**config.mk**
```make
export PLATFORM = sky130hd
export DESIGN_NAME = first_fit_region_bump_allocator
export DESIGN_NICKNAME = d
export VERILOG_FILES = /design/src/ffba_pkg.sv /design/src/ffba_mem.sv /design/src/ffba_prep.sv /design/src/first_fit_region_bump_allocator.sv
export SDC_FILE = /design/constraint.sdc
export NUM_CORES = 2
export LEC_CHECK = 0
export BUFFER_PORTS_ARGS = -buffer_cell sky130_fd_sc_hd__buf_2
export CORE_AREA = 3 3 296 298
export DETAILED_ROUTE_END_ITERATION = 6
export DIE_AREA = 0 0 299 301
export MAX_ROUTING_LAYER = met4
export PLACE_DENSITY = 0.91
export SLEW_MARGIN = 40
export SYNTH_ARGS = -nofsm -noshare
export SYNTH_HDL_FRONTEND = slang
export SYNTH_SLANG_ARGS = --single-unit
export TNS_END_PERCENT = 5
```
**constraint.sdc**
```tcl
create_clock -name clk -period 25.3 [get_ports clk]
set_input_delay 3.795 -clock clk [delete_from_list [all_inputs] [get_ports clk]]
set_output_delay 3.795 -clock clk [all_outputs]
set_load 0.05 [all_outputs]
```
**src/ffba_pkg.sv**
```systemverilog
// Shared types and constants for the first-fit region bump allocator.
// No dependencies; every other file in src refers to this package by scoped name.
package ffba_pkg;

  // Request kinds
  localparam logic [1:0] REQ_ADD   = 2'd0;
  localparam logic [1:0] REQ_ALLOC = 2'd1;
  localparam logic [1:0] REQ_ALIGN = 2'd2;

  // Result status codes
  localparam logic [1:0] ST_OK    = 2'd0;
  localparam logic [1:0] ST_NOFIT = 2'd1;
  localparam logic [1:0] ST_FULL  = 2'd2;
  localparam logic [1:0] ST_DROP  = 2'd3;

  // Smallest alignment exponent, and width of the alignment mask (exponent <= 15)
  localparam logic [3:0] MIN_ALIGN_LG = 4'd3;
  localparam int         MASKW        = 16;

  typedef struct packed {
    logic [1:0]  req_type;
    logic [31:0] region_base;
    logic [31:0] amount;
    logic [3:0]  align_log2;
  } in_item_t;

  typedef struct packed {
    logic [31:0] address;
    logic [1:0]  status;
    logic [31:0] total_free;
    logic [31:0] lowest_start;
    logic [31:0] highest_end;
  } out_item_t;

  // One table entry as held in the region memory
  typedef struct packed {
    logic [31:0] start;
    logic [31:0] length;
  } entry_t;

  // Decoded request, computed once before the table walk
  typedef struct packed {
    logic             drop;
    logic [31:0]      base;
    logic [31:0]      len;
    logic [31:0]      region_top;
    logic [32:0]      need;
    logic [33:0]      size;
    logic [MASKW-1:0] mask;
  } prep_t;

  typedef enum logic [2:0] {
    S_IDLE,
    S_PREP,
    S_DISP,
    S_INS,
    S_PUT,
    S_SCAN,
    S_DONE
  } state_t;

endpackage

```
**src/ffba_mem.sv**
```systemverilog
// Region table memory: one write port, one read port, registered read data.
// Depends on ffba_pkg for the entry type.
module ffba_mem #(
  parameter int DEPTH = 8
) (
  input  logic                                  clk,
  input  logic                                  wr_en,
  input  logic [((DEPTH > 1) ? $clog2(DEPTH) : 1)-1:0] wr_addr,
  input  ffba_pkg::entry_t                      wr_data,
  input  logic [((DEPTH > 1) ? $clog2(DEPTH) : 1)-1:0] rd_addr,
  output ffba_pkg::entry_t                      rd_data
);

  ffba_pkg::entry_t mem_r [DEPTH];

  // Write port
  always_ff @(posedge clk) begin
    if (wr_en) begin
      mem_r[wr_addr] <= wr_data;
    end
  end

  // Read port, registered read data
  always_ff @(posedge clk) begin
    rd_data <= mem_r[rd_addr];
  end

endmodule

```
**src/ffba_prep.sv**
```systemverilog
// Request decode: clips and trims an added region, and forms the byte need,
// rounded size and alignment mask of an allocation. Depends on ffba_pkg.
module ffba_prep (
  input  ffba_pkg::in_item_t req,
  input  logic [31:0]        addr_floor,
  output ffba_pkg::prep_t    prep
);

  logic [32:0]               end_sum;
  logic [31:0]               end_clip;
  logic                      below;
  logic [31:0]               new_base;
  logic [3:0]                lg;
  logic [ffba_pkg::MASKW-1:0] align;
  logic [ffba_pkg::MASKW-1:0] mask;
  logic                      is_align;

  // Clip the region end to the address space, then trim against the address floor
  assign end_sum  = {1'b0, req.region_base} + {1'b0, req.amount};
  assign end_clip = end_sum[32] ? 32'hFFFF_FFFF : end_sum[31:0];
  assign below    = req.region_base < addr_floor;
  assign new_base = below ? addr_floor : req.region_base;

  // Alignment, never below the minimum exponent
  assign lg       = (req.align_log2 < ffba_pkg::MIN_ALIGN_LG) ? ffba_pkg::MIN_ALIGN_LG
                                                              : req.align_log2;
  assign align    = ffba_pkg::MASKW'(1) << lg;
  assign mask     = align - ffba_pkg::MASKW'(1);
  assign is_align = (req.req_type == ffba_pkg::REQ_ALIGN);

  always_comb begin
    prep.drop       = below && (end_clip < addr_floor);
    prep.base       = new_base;
    prep.len        = end_clip - new_base;
    prep.region_top = end_clip;
    prep.mask       = mask;
    // Bytes requested before rounding
    prep.need       = {1'b0, req.amount} + (is_align ? {17'b0, mask} : 33'd0);
    // Round up to a multiple of four in the same add
    prep.size       = ({2'b0, req.amount} +
                       (is_align ? {18'b0, align} + 34'd2 : 34'd3)) & ~34'd3;
  end

endmodule

```
**src/first_fit_region_bump_allocator.sv**
```systemverilog
// First-fit region bump allocator. Keeps up to MAX_REGIONS free regions (base,
// length) in ascending base order in a single-port-write, single-port-read table
// memory. A request is taken only while the block is idle; the result sits in an
// output register so the next request may enter while it waits. An allocate
// goes through the prep and dispatch states, then scans the table entries in
// order until one fits; an add into an occupied table shifts entries up one slot
// at a time from the tail, then writes the new region in place or at the front;
// a dropped or refused add, an add into an empty table and any other request
// go from dispatch straight to the done state. The done state repeats for as
// long as the previous result is still held stalled in the output register. The
// table walk visits one entry per cycle through the memory read port.
// Depends on ffba_pkg, ffba_prep and ffba_mem.
module first_fit_region_bump_allocator #(
  parameter int MAX_REGIONS = 8
) (
  input  logic                clk,
  input  logic                rst_n,
  input  logic                in_valid,
  output logic                in_stall,
  input  ffba_pkg::in_item_t  in_item,
  output logic                out_valid,
  input  logic                out_stall,
  output ffba_pkg::out_item_t out_item,
  input  logic                cfg_valid,
  output logic                cfg_ready,
  input  logic [31:0]         cfg_data
);

  localparam int IW = (MAX_REGIONS > 1) ? $clog2(MAX_REGIONS) : 1;
  localparam int CW = $clog2(MAX_REGIONS + 1);
  localparam int SW = 32 + CW;

  ffba_pkg::state_t    state_r, state_nxt;
  ffba_pkg::in_item_t  req_r;
  ffba_pkg::prep_t     prep_c, prep_r;
  logic [31:0]         addr_floor_r;
  logic [CW-1:0]       count_r, count_nxt;
  logic [SW-1:0]       sum_r, sum_nxt;
  logic [31:0]         low_r, low_nxt;
  logic [31:0]         high_r, high_nxt;
  logic [CW-1:0]       pos_r, pos_nxt;
  logic [CW-1:0]       idx_r, idx_nxt;
  logic [31:0]         addr_r, addr_nxt;
  logic [1:0]          status_r, status_nxt;
  logic                out_valid_r, out_valid_nxt;
  ffba_pkg::out_item_t out_item_r, out_item_nxt;

  logic                mem_we;
  logic [IW-1:0]       mem_waddr;
  ffba_pkg::entry_t    mem_wdata;
  logic [IW-1:0]       mem_raddr;
  ffba_pkg::entry_t    mem_rdata;
  ffba_pkg::entry_t    new_entry;

  logic                in_acc;
  logic                out_free;
  logic [31:0]         free32;
  logic                too_big;
  logic                full;
  logic                is_add;
  logic                is_alloc;
  logic                base_lt;
  logic                fit;
  logic                last_idx;
  logic [CW-1:0]       count_m1;
  logic [CW-1:0]       pos_m1;
  logic [CW-1:0]       pos_m2;
  logic [CW-1:0]       idx_p1;
  logic [31:0]         mask32;
  logic [31:0]         taken_start;
  logic [31:0]         taken_len;

  ffba_prep u_prep (
    .req        (req_r),
    .addr_floor (addr_floor_r),
    .prep       (prep_c)
  );

  ffba_mem #(
    .DEPTH (MAX_REGIONS)
  ) u_mem (
    .clk     (clk),
    .wr_en   (mem_we),
    .wr_addr (mem_waddr),
    .wr_data (mem_wdata),
    .rd_addr (mem_raddr),
    .rd_data (mem_rdata)
  );

  // Handshake and shared conditions
  assign in_stall  = (state_r != ffba_pkg::S_IDLE);
  assign in_acc    = in_valid && !in_stall;
  assign cfg_ready = 1'b1;
  assign out_valid = out_valid_r;
  assign out_item  = out_item_r;
  assign out_free  = !out_valid_r || !out_stall;

  assign free32    = (|sum_r[SW-1:32]) ? 32'hFFFF_FFFF : sum_r[31:0];
  assign too_big   = prep_r.need > {1'b0, free32};
  assign full      = (count_r == CW'(MAX_REGIONS));
  assign is_add    = (req_r.req_type == ffba_pkg::REQ_ADD);
  assign is_alloc  = (req_r.req_type == ffba_pkg::REQ_ALLOC) ||
                     (req_r.req_type == ffba_pkg::REQ_ALIGN);
  assign base_lt   = prep_r.base < mem_rdata.start;
  assign fit       = {2'b0, mem_rdata.length} >= prep_r.size;
  assign count_m1  = count_r - CW'(1);
  assign pos_m1    = pos_r - CW'(1);
  assign pos_m2    = pos_r - CW'(2);
  assign idx_p1    = idx_r + CW'(1);
  assign last_idx  = (idx_p1 == count_r);
  assign mask32    = {{(32 - ffba_pkg::MASKW){1'b0}}, prep_r.mask};
  assign taken_start = mem_rdata.start + prep_r.size[31:0];
  assign taken_len   = mem_rdata.length - prep_r.size[31:0];

  assign new_entry.start  = prep_r.base;
  assign new_entry.length = prep_r.len;

  // Next state
  always_comb begin
    state_nxt = state_r;
    case (state_r)
      ffba_pkg::S_IDLE: begin
        if (in_acc) state_nxt = ffba_pkg::S_PREP;
      end
      ffba_pkg::S_PREP: begin
        state_nxt = ffba_pkg::S_DISP;
      end
      ffba_pkg::S_DISP: begin
        if (is_add) begin
          if (prep_r.drop || full || (count_r == '0)) state_nxt = ffba_pkg::S_DONE;
          else state_nxt = ffba_pkg::S_INS;
        end else if (is_alloc) begin
          if (too_big || (count_r == '0)) state_nxt = ffba_pkg::S_DONE;
          else state_nxt = ffba_pkg::S_SCAN;
        end else begin
          state_nxt = ffba_pkg::S_DONE;
        end
      end
      ffba_pkg::S_INS: begin
        if (!base_lt) state_nxt = ffba_pkg::S_DONE;
        else if (pos_r == CW'(1)) state_nxt = ffba_pkg::S_PUT;
      end
      ffba_pkg::S_PUT: begin
        state_nxt = ffba_pkg::S_DONE;
      end
      ffba_pkg::S_SCAN: begin
        if (fit || last_idx) state_nxt = ffba_pkg::S_DONE;
      end
      ffba_pkg::S_DONE: begin
        if (out_free) state_nxt = ffba_pkg::S_IDLE;
      end
      default: state_nxt = ffba_pkg::S_IDLE;
    endcase
  end

  // Datapath controls and register updates
  always_comb begin
    count_nxt     = count_r;
    sum_nxt       = sum_r;
    low_nxt       = low_r;
    high_nxt      = high_r;
    pos_nxt       = pos_r;
    idx_nxt       = idx_r;
    addr_nxt      = addr_r;
    status_nxt    = status_r;
    mem_we        = 1'b0;
    mem_waddr     = pos_r[IW-1:0];
    mem_wdata     = new_entry;
    mem_raddr     = '0;
    out_valid_nxt = out_valid_r && out_stall;
    out_item_nxt  = out_item_r;

    case (state_r)
      ffba_pkg::S_DISP: begin
        addr_nxt   = '0;
        status_nxt = ffba_pkg::ST_OK;
        if (is_add) begin
          if (prep_r.drop) begin
            status_nxt = ffba_pkg::ST_DROP;
          end else if (full) begin
            status_nxt = ffba_pkg::ST_FULL;
          end else if (count_r == '0) begin
            // Empty table: store at the front, it is also the tail
            mem_we    = 1'b1;
            mem_waddr = '0;
            count_nxt = count_r + CW'(1);
            sum_nxt   = sum_r + SW'(prep_r.len);
            low_nxt   = prep_r.base;
            high_nxt  = prep_r.region_top;
          end else begin
            mem_raddr = count_m1[IW-1:0];
            pos_nxt   = count_r;
          end
        end else if (is_alloc) begin
          if (too_big || (count_r == '0)) begin
            status_nxt = ffba_pkg::ST_NOFIT;
          end else begin
            mem_raddr = '0;
            idx_nxt   = '0;
          end
        end
      end
      ffba_pkg::S_INS: begin
        if (base_lt) begin
          // Move the entry below up one slot, fetch the next one down
          mem_we    = 1'b1;
          mem_waddr = pos_r[IW-1:0];
          mem_wdata = mem_rdata;
          pos_nxt   = pos_m1;
          mem_raddr = pos_m2[IW-1:0];
        end else begin
          // Place the new region after entries of lower or equal base
          mem_we    = 1'b1;
          mem_waddr = pos_r[IW-1:0];
          count_nxt = count_r + CW'(1);
          sum_nxt   = sum_r + SW'(prep_r.len);
          if (pos_r == count_r) high_nxt = prep_r.region_top;
        end
      end
      ffba_pkg::S_PUT: begin
        mem_we    = 1'b1;
        mem_waddr = '0;
        count_nxt = count_r + CW'(1);
        sum_nxt   = sum_r + SW'(prep_r.len);
        low_nxt   = prep_r.base;
      end
      ffba_pkg::S_SCAN: begin
        if (fit) begin
          // Bump the first region that holds the rounded size
          mem_we           = 1'b1;
          mem_waddr        = idx_r[IW-1:0];
          mem_wdata.start  = taken_start;
          mem_wdata.length = taken_len;
          sum_nxt          = sum_r - SW'(prep_r.size);
          if (idx_r == '0) low_nxt = taken_start;
          if (req_r.req_type == ffba_pkg::REQ_ALIGN) begin
            addr_nxt = (mem_rdata.start + mask32) & ~mask32;
          end else begin
            addr_nxt = mem_rdata.start;
          end
        end else if (last_idx) begin
          status_nxt = ffba_pkg::ST_NOFIT;
        end else begin
          idx_nxt   = idx_p1;
          mem_raddr = idx_p1[IW-1:0];
        end
      end
      ffba_pkg::S_DONE: begin
        if (out_free) begin
          out_valid_nxt             = 1'b1;
          out_item_nxt.address      = addr_r;
          out_item_nxt.status       = status_r;
          out_item_nxt.total_free   = free32;
          out_item_nxt.lowest_start = low_r;
          out_item_nxt.highest_end  = high_r;
        end
      end
      default: begin
      end
    endcase
  end

  // Control state
  always_ff @(posedge clk) begin
    if (!rst_n) begin
      state_r      <= ffba_pkg::S_IDLE;
      addr_floor_r <= '0;
      count_r      <= '0;
      sum_r        <= '0;
      low_r        <= '0;
      high_r       <= '0;
      out_valid_r  <= 1'b0;
    end else begin
      state_r     <= state_nxt;
      count_r     <= count_nxt;
      sum_r       <= sum_nxt;
      low_r       <= low_nxt;
      high_r      <= high_nxt;
      out_valid_r <= out_valid_nxt;
      if (cfg_valid && cfg_ready) addr_floor_r <= cfg_data;
    end
  end

  // Payload registers
  always_ff @(posedge clk) begin
    if (in_acc) req_r <= in_item;
    if (state_r == ffba_pkg::S_PREP) prep_r <= prep_c;
    pos_r      <= pos_nxt;
    idx_r      <= idx_nxt;
    addr_r     <= addr_nxt;
    status_r   <= status_nxt;
    out_item_r <= out_item_nxt;
  end

endmodule
```
==> results list <==
- The final reports fail on design-rule violations.
- R2R depth: 15
- After global routing the overflow that remains totals 0.
* Run status: finished with violations
* Later-pin clock latency in the skew report: slightly above 700 ps
- Syn Area/Cell: about 11 um2
* Library cell used as clock root buffer: sky130_fd_sc_hd__clkbuf_16
* Max-slew headroom: 0.353
- Count of placed standard cells including taps: around 6300
* Worst Tran Pin Value: roughly 950 ps
- Post-layout minimum cycle time: between 6000 and 7000 ps
- Max-cap violations: 0
- Yosys warning count: 0
* Portion of the post-synthesis area used by sequential elements: 0.562
* Maximum resistive drop on vdd: ~0.081 mV
* Sequential Power Share: 0.377
* Distinct cells, synth: between 80 and 90
- Average wire per cell in the routed design: between 20 and 30 um
* Class of the tightest hold or removal check: flop to flop
- Area growth, synth to finish: 10.7%
* Internal power consumption: approximately 4.6 mW
* Number of rows created at floorplan: 107
- Estimated wirelength of the detail-placed design: between 100 and 150 mm
* R2r startpoint: u_mem.rd_data[33]
- Counting flops and latches in the post-synthesis netlist gives 1135.
- In this run the count of I/O pins placed on the die edge is 240.
- Of all nets on the critical path, the largest fanout is 81.
- Yosys mapped a number of flops with a built-in enable equal to ~930.
- Drt total wl: 164 mm
- The critical path goes through inv_1 -> ha_1 -> a21o_1 -> a211o_1 -> a211oi_1 -> o211ai_1 -> a211oi_4 -> nand2b_1 -> nand3_4 -> buf_4 -> buf_6 -> buf_4 -> mux2i_1 -> a32oi_1 -> and3_1.
* Die Y-Extent: roughly 300 um
- TritonCTS Buffers: ~110
- By area, the combinational part of the netlist is dominated by simple AND/OR/NAND/NOR gates.
* Startpoint kind of the worst setup timing path: flop
- Summed over all cells, the static leakage comes to approximately 25 nW.
- In this run the remaining antenna-violating nets after routing total 0.
* Hold depth: 0
- For this design the total switching power over the nets is 2.91 mW.
- Initial antenna violation count: 6
* Number of input and output port buffers inserted: ~240
- Post-Syn Area: 0.0571 mm2
- DIE WIDTH: approximately 300 um
* Total Routing Usage GR: 0.368
* Net switching share of the total power: 0.388
* Vias in the first global route: 42000
- The floorplan step defined a die boundary enclosing ~0.090 mm2.
* Most used standard cells in the synthesized netlist: sky130_fd_sc_hd__edfxtp_1, sky130_fd_sc_hd__nand2_1, sky130_fd_sc_hd__nor2_1
- Number of vias per cell after detailed routing: ~6.6
- Unrepaired setup endpoints after global routing: false
- In this run the power density over the cells is ~120 mW/mm2.
- Critical Setup Path Class: flop to flop
- For this design, the sink count on the clock tree is about 1100.
* Quantity of hold-fixing buffers added after cts: 0
- Of the cells placed in the final design, the portion with a size suffix greater than 1 is 0.0961.
- Initial core utilization: 0.670
- The longest clock path from root to sink contains 3 buffers.
- sky130_fd_sc_hd__edfxtp_1 takes more of the synthesized area than any other cell.
- Synthesized instance count: ~5100
- The cell that appears most often on the critical path is sky130_fd_sc_hd__buf_4.
* Count of filler cells inserted in the layout: between 5000 and 6000
* Most repeated cell in the gate-level netlist after synthesis: sky130_fd_sc_hd__edfxtp_1
* Crit Reg-Reg Endpoint: u_mem.rd_data[3]
- Slack of the worst reg-to-reg path: approximately 18000 ps
* CORE AREA: around 0.085 mm2
* Share of flip-flops with an asynchronous set or reset: 0
- Of the post-synthesis cell area, the part taken by muxes is 0.0254.
- The slowest stage of the critical path is the sky130_fd_sc_hd__buf_4 cell.
* Biggest area contributors in the synthesized netlist: sky130_fd_sc_hd__edfxtp_1, sky130_fd_sc_hd__ha_1, sky130_fd_sc_hd__dfxtp_1, sky130_fd_sc_hd__nand2_1, sky130_fd_sc_hd__nor2_1
- Largest stage delay, worst path: 780 ps
- The finished layout holds between 6000 and 7000 standard cells, fillers aside.
- CTS tree: built
- Wire length of the first global-routing pass: 245 mm
- End point of the worst hold path: out_item[100]
- Number of post-CTS setup repair buffers: 0
- Of the total synthesized cell area, the portion taken by XOR and XNOR cells is 0.0370.
* Synthesized-area fraction occupied by and/or/nand/nor cells: 0.133
- The number of pins with negative max-slew slack in the final report was 0.
- Hold Fails Final Rpt: 0
- Setup violations remaining at the end of the flow were counted as 0.
* Worst setup EP type: flop
* Setup total negative slack: 0 ps
* Share of the synthesized area in the top cell type: 0.490
* Combinational share of power: 0.401
- Adder and majority gate portion of the synthesized area: 0.0844
- The first routing iteration left slightly below 6000 violations.
- For this run, the top clock speed supported by timing is roughly 140 MHz.
- The pre-antenna-repair detailed-routing pass consisted of 7 iterations.
* Worst setup skew after layout: 45.1 ps
* Final worst-path cycle share: 0.276
- # H-tree levels: 3
- Routability-driven placement congestion ratio: 1.00
- At the worst endpoint, the arrival time is 7570 ps.
* Final nets: 5789
* Clk pwr share: 0.222
- The detailed router placed ~43000 vias in this run.
- Among all flip-flop cells after synthesis, the most frequent one is sky130_fd_sc_hd__edfxtp_1.
* Post-cts repair resize count: 0
* Critical path required time: between 20000 and 30000 ps
* Area fraction in compound gates after synthesis: 0.127
- Maximum number of pins on one net before global-route repair: 106
- After clock tree synthesis, the clock-pin slew on the worst setup and hold paths is ~60 ps.
- In this run the most critical hold path is launched from addr_r[2].
- In the routed design, unresolved DRC markers number 3.
-- power groups by stage --
stage | Combinational, mW | Sequential, mW | Clock [mW]
after floorplan | 2.10 | 2.75 | 0
after global placement | 2.79 | 2.83 | 0
after detailed placement | 2.88 | 2.84 | 0
after CTS | 2.93 | 2.81 | 1.67
after global routing | 3.27 | 2.84 | 1.74
final | 3.01 | 2.83 | 1.66
-- cells by family (layout without fill, tap and decap cells) --
group	count (synthesis)	after routing
other cells	2	15
xor+xnor	241	241
simple gates	1660	1660
flops	1135	1135
compound gates	1096	1096
buf+inv	453	725
mux	144	144
fa+ha+maj	380	380
-- area by class of cell --
type	count	area [um2]	area share
Clock buffer	150	3030	0.0480
Antenna cell	5	12.5	0.000198
Tap cell	1144	1430	0.0227
Clock inverter	46	601	0.00951
Sequential cell	1135	32000	0.507
Multi-Input combinational cell	3531	23500	0.371
Timing Repair Buffer	284	1670	0.0264
Inverter	245	922	0.0146
-- metrics by stage --
step                      setup WS (ps)  utilization  area, um2  hold slack [ps]  total power, mW
after detailed placement          18670        0.698      59400              409             5.71
after global routing              18140        0.742      63200              427             7.84
final                             18320        0.742      63200              414             7.51
after global placement            18620        0.697      59300              403             5.61
after floorplan                   10890            -      57100              400             4.86
after CTS                         18580        0.741      63100              419             7.40
-- routing by layer --
| layer | track usage | routed length, um | share of wire | vias to the layer above |
|---|---|---|---|---|
| met3 | 0.0689 | 20100 | 0.12 | 477 |
| li1 | - | - | - | 19100 |
| met2 | 0.578 | 76600 | 0.47 | 3023 |
| met4 | 0.135 | 6330 | 0.039 | 0 |
| met1 | 0.482 | 61400 | 0.37 | 20700 |
| met5 | - | 0 | 0 | - |
-- worst max-delay path, delay by kind of cell, from the launching register on --
| kind | cells | cell delay, ps |
|---|---|---|
| muxes | 1 | 310 |
| and+or+nand+nor | 3 | 890 |
| DFF | 1 | 500 |
| AOI/OAI and AO/OA | 6 | 2280 |
| adders and majority gates | 1 | 330 |
| buffers and inverters | 4 | 2420 |
-- flip-flops by register name (all words and copies together), names as in the netlist, 16 cells and up --
name           count
high_r            32
addr_floor_r      32
u_mem.mem_r      512
prep_r            97
addr_r            32
mask32            16
low_r             32
u_mem.rd_data     64
new_entry         64
out_item         130
sum_r             36
req_r             70
-- placed cells by master, fill, tap and decap left out, types with 51 or more instances in the layout --
| master | synthesis | routed |
|---|---|---|
| sky130_fd_sc_hd__clkbuf_16 | 0 | 109 |
| sky130_fd_sc_hd__nor2_1 | 418 | 407 |
| sky130_fd_sc_hd__a21o_1 | 153 | 153 |
| sky130_fd_sc_hd__xor2_1 | 89 | 89 |
| sky130_fd_sc_hd__buf_2 | 33 | 237 |
| sky130_fd_sc_hd__xnor2_1 | 152 | 152 |
| sky130_fd_sc_hd__a32oi_1 | 65 | 65 |
| sky130_fd_sc_hd__and3_1 | 87 | 86 |
| sky130_fd_sc_hd__ha_1 | 372 | 372 |
| sky130_fd_sc_hd__nand2_1 | 609 | 606 |
| sky130_fd_sc_hd__edfxtp_1 | 931 | 931 |
| sky130_fd_sc_hd__dfxtp_1 | 204 | 204 |
| sky130_fd_sc_hd__inv_1 | 243 | 243 |
| sky130_fd_sc_hd__nor3_1 | 70 | 70 |
| sky130_fd_sc_hd__nand2b_1 | 65 | 65 |
| sky130_fd_sc_hd__nand3_1 | 196 | 194 |
| sky130_fd_sc_hd__o21ai_0 | 211 | 179 |
| sky130_fd_sc_hd__a21oi_1 | 302 | 300 |
| sky130_fd_sc_hd__mux2i_1 | 137 | 137 |
| sky130_fd_sc_hd__nand4_1 | 51 | 51 |
| sky130_fd_sc_hd__nor2b_1 | 58 | 56 |
-- how the worst max path moves through the flow --
stage	from	end	slack, ps	depth (start not counted)
after global placement	u_mem.rd_data[33]	u_mem.rd_data[39]	18620	15
after global routing	u_mem.rd_data[33]	u_mem.rd_data[33]	18140	15
after detailed placement	u_mem.rd_data[33]	u_mem.rd_data[23]	18670	15
after CTS	u_mem.rd_data[33]	u_mem.rd_data[16]	18580	15
after floorplan	state_r[0]	mask32[0]	10890	2
final	u_mem.rd_data[33]	u_mem.rd_data[3]	18320	15
No activity file was read; power rests on OpenSTA's default activity.
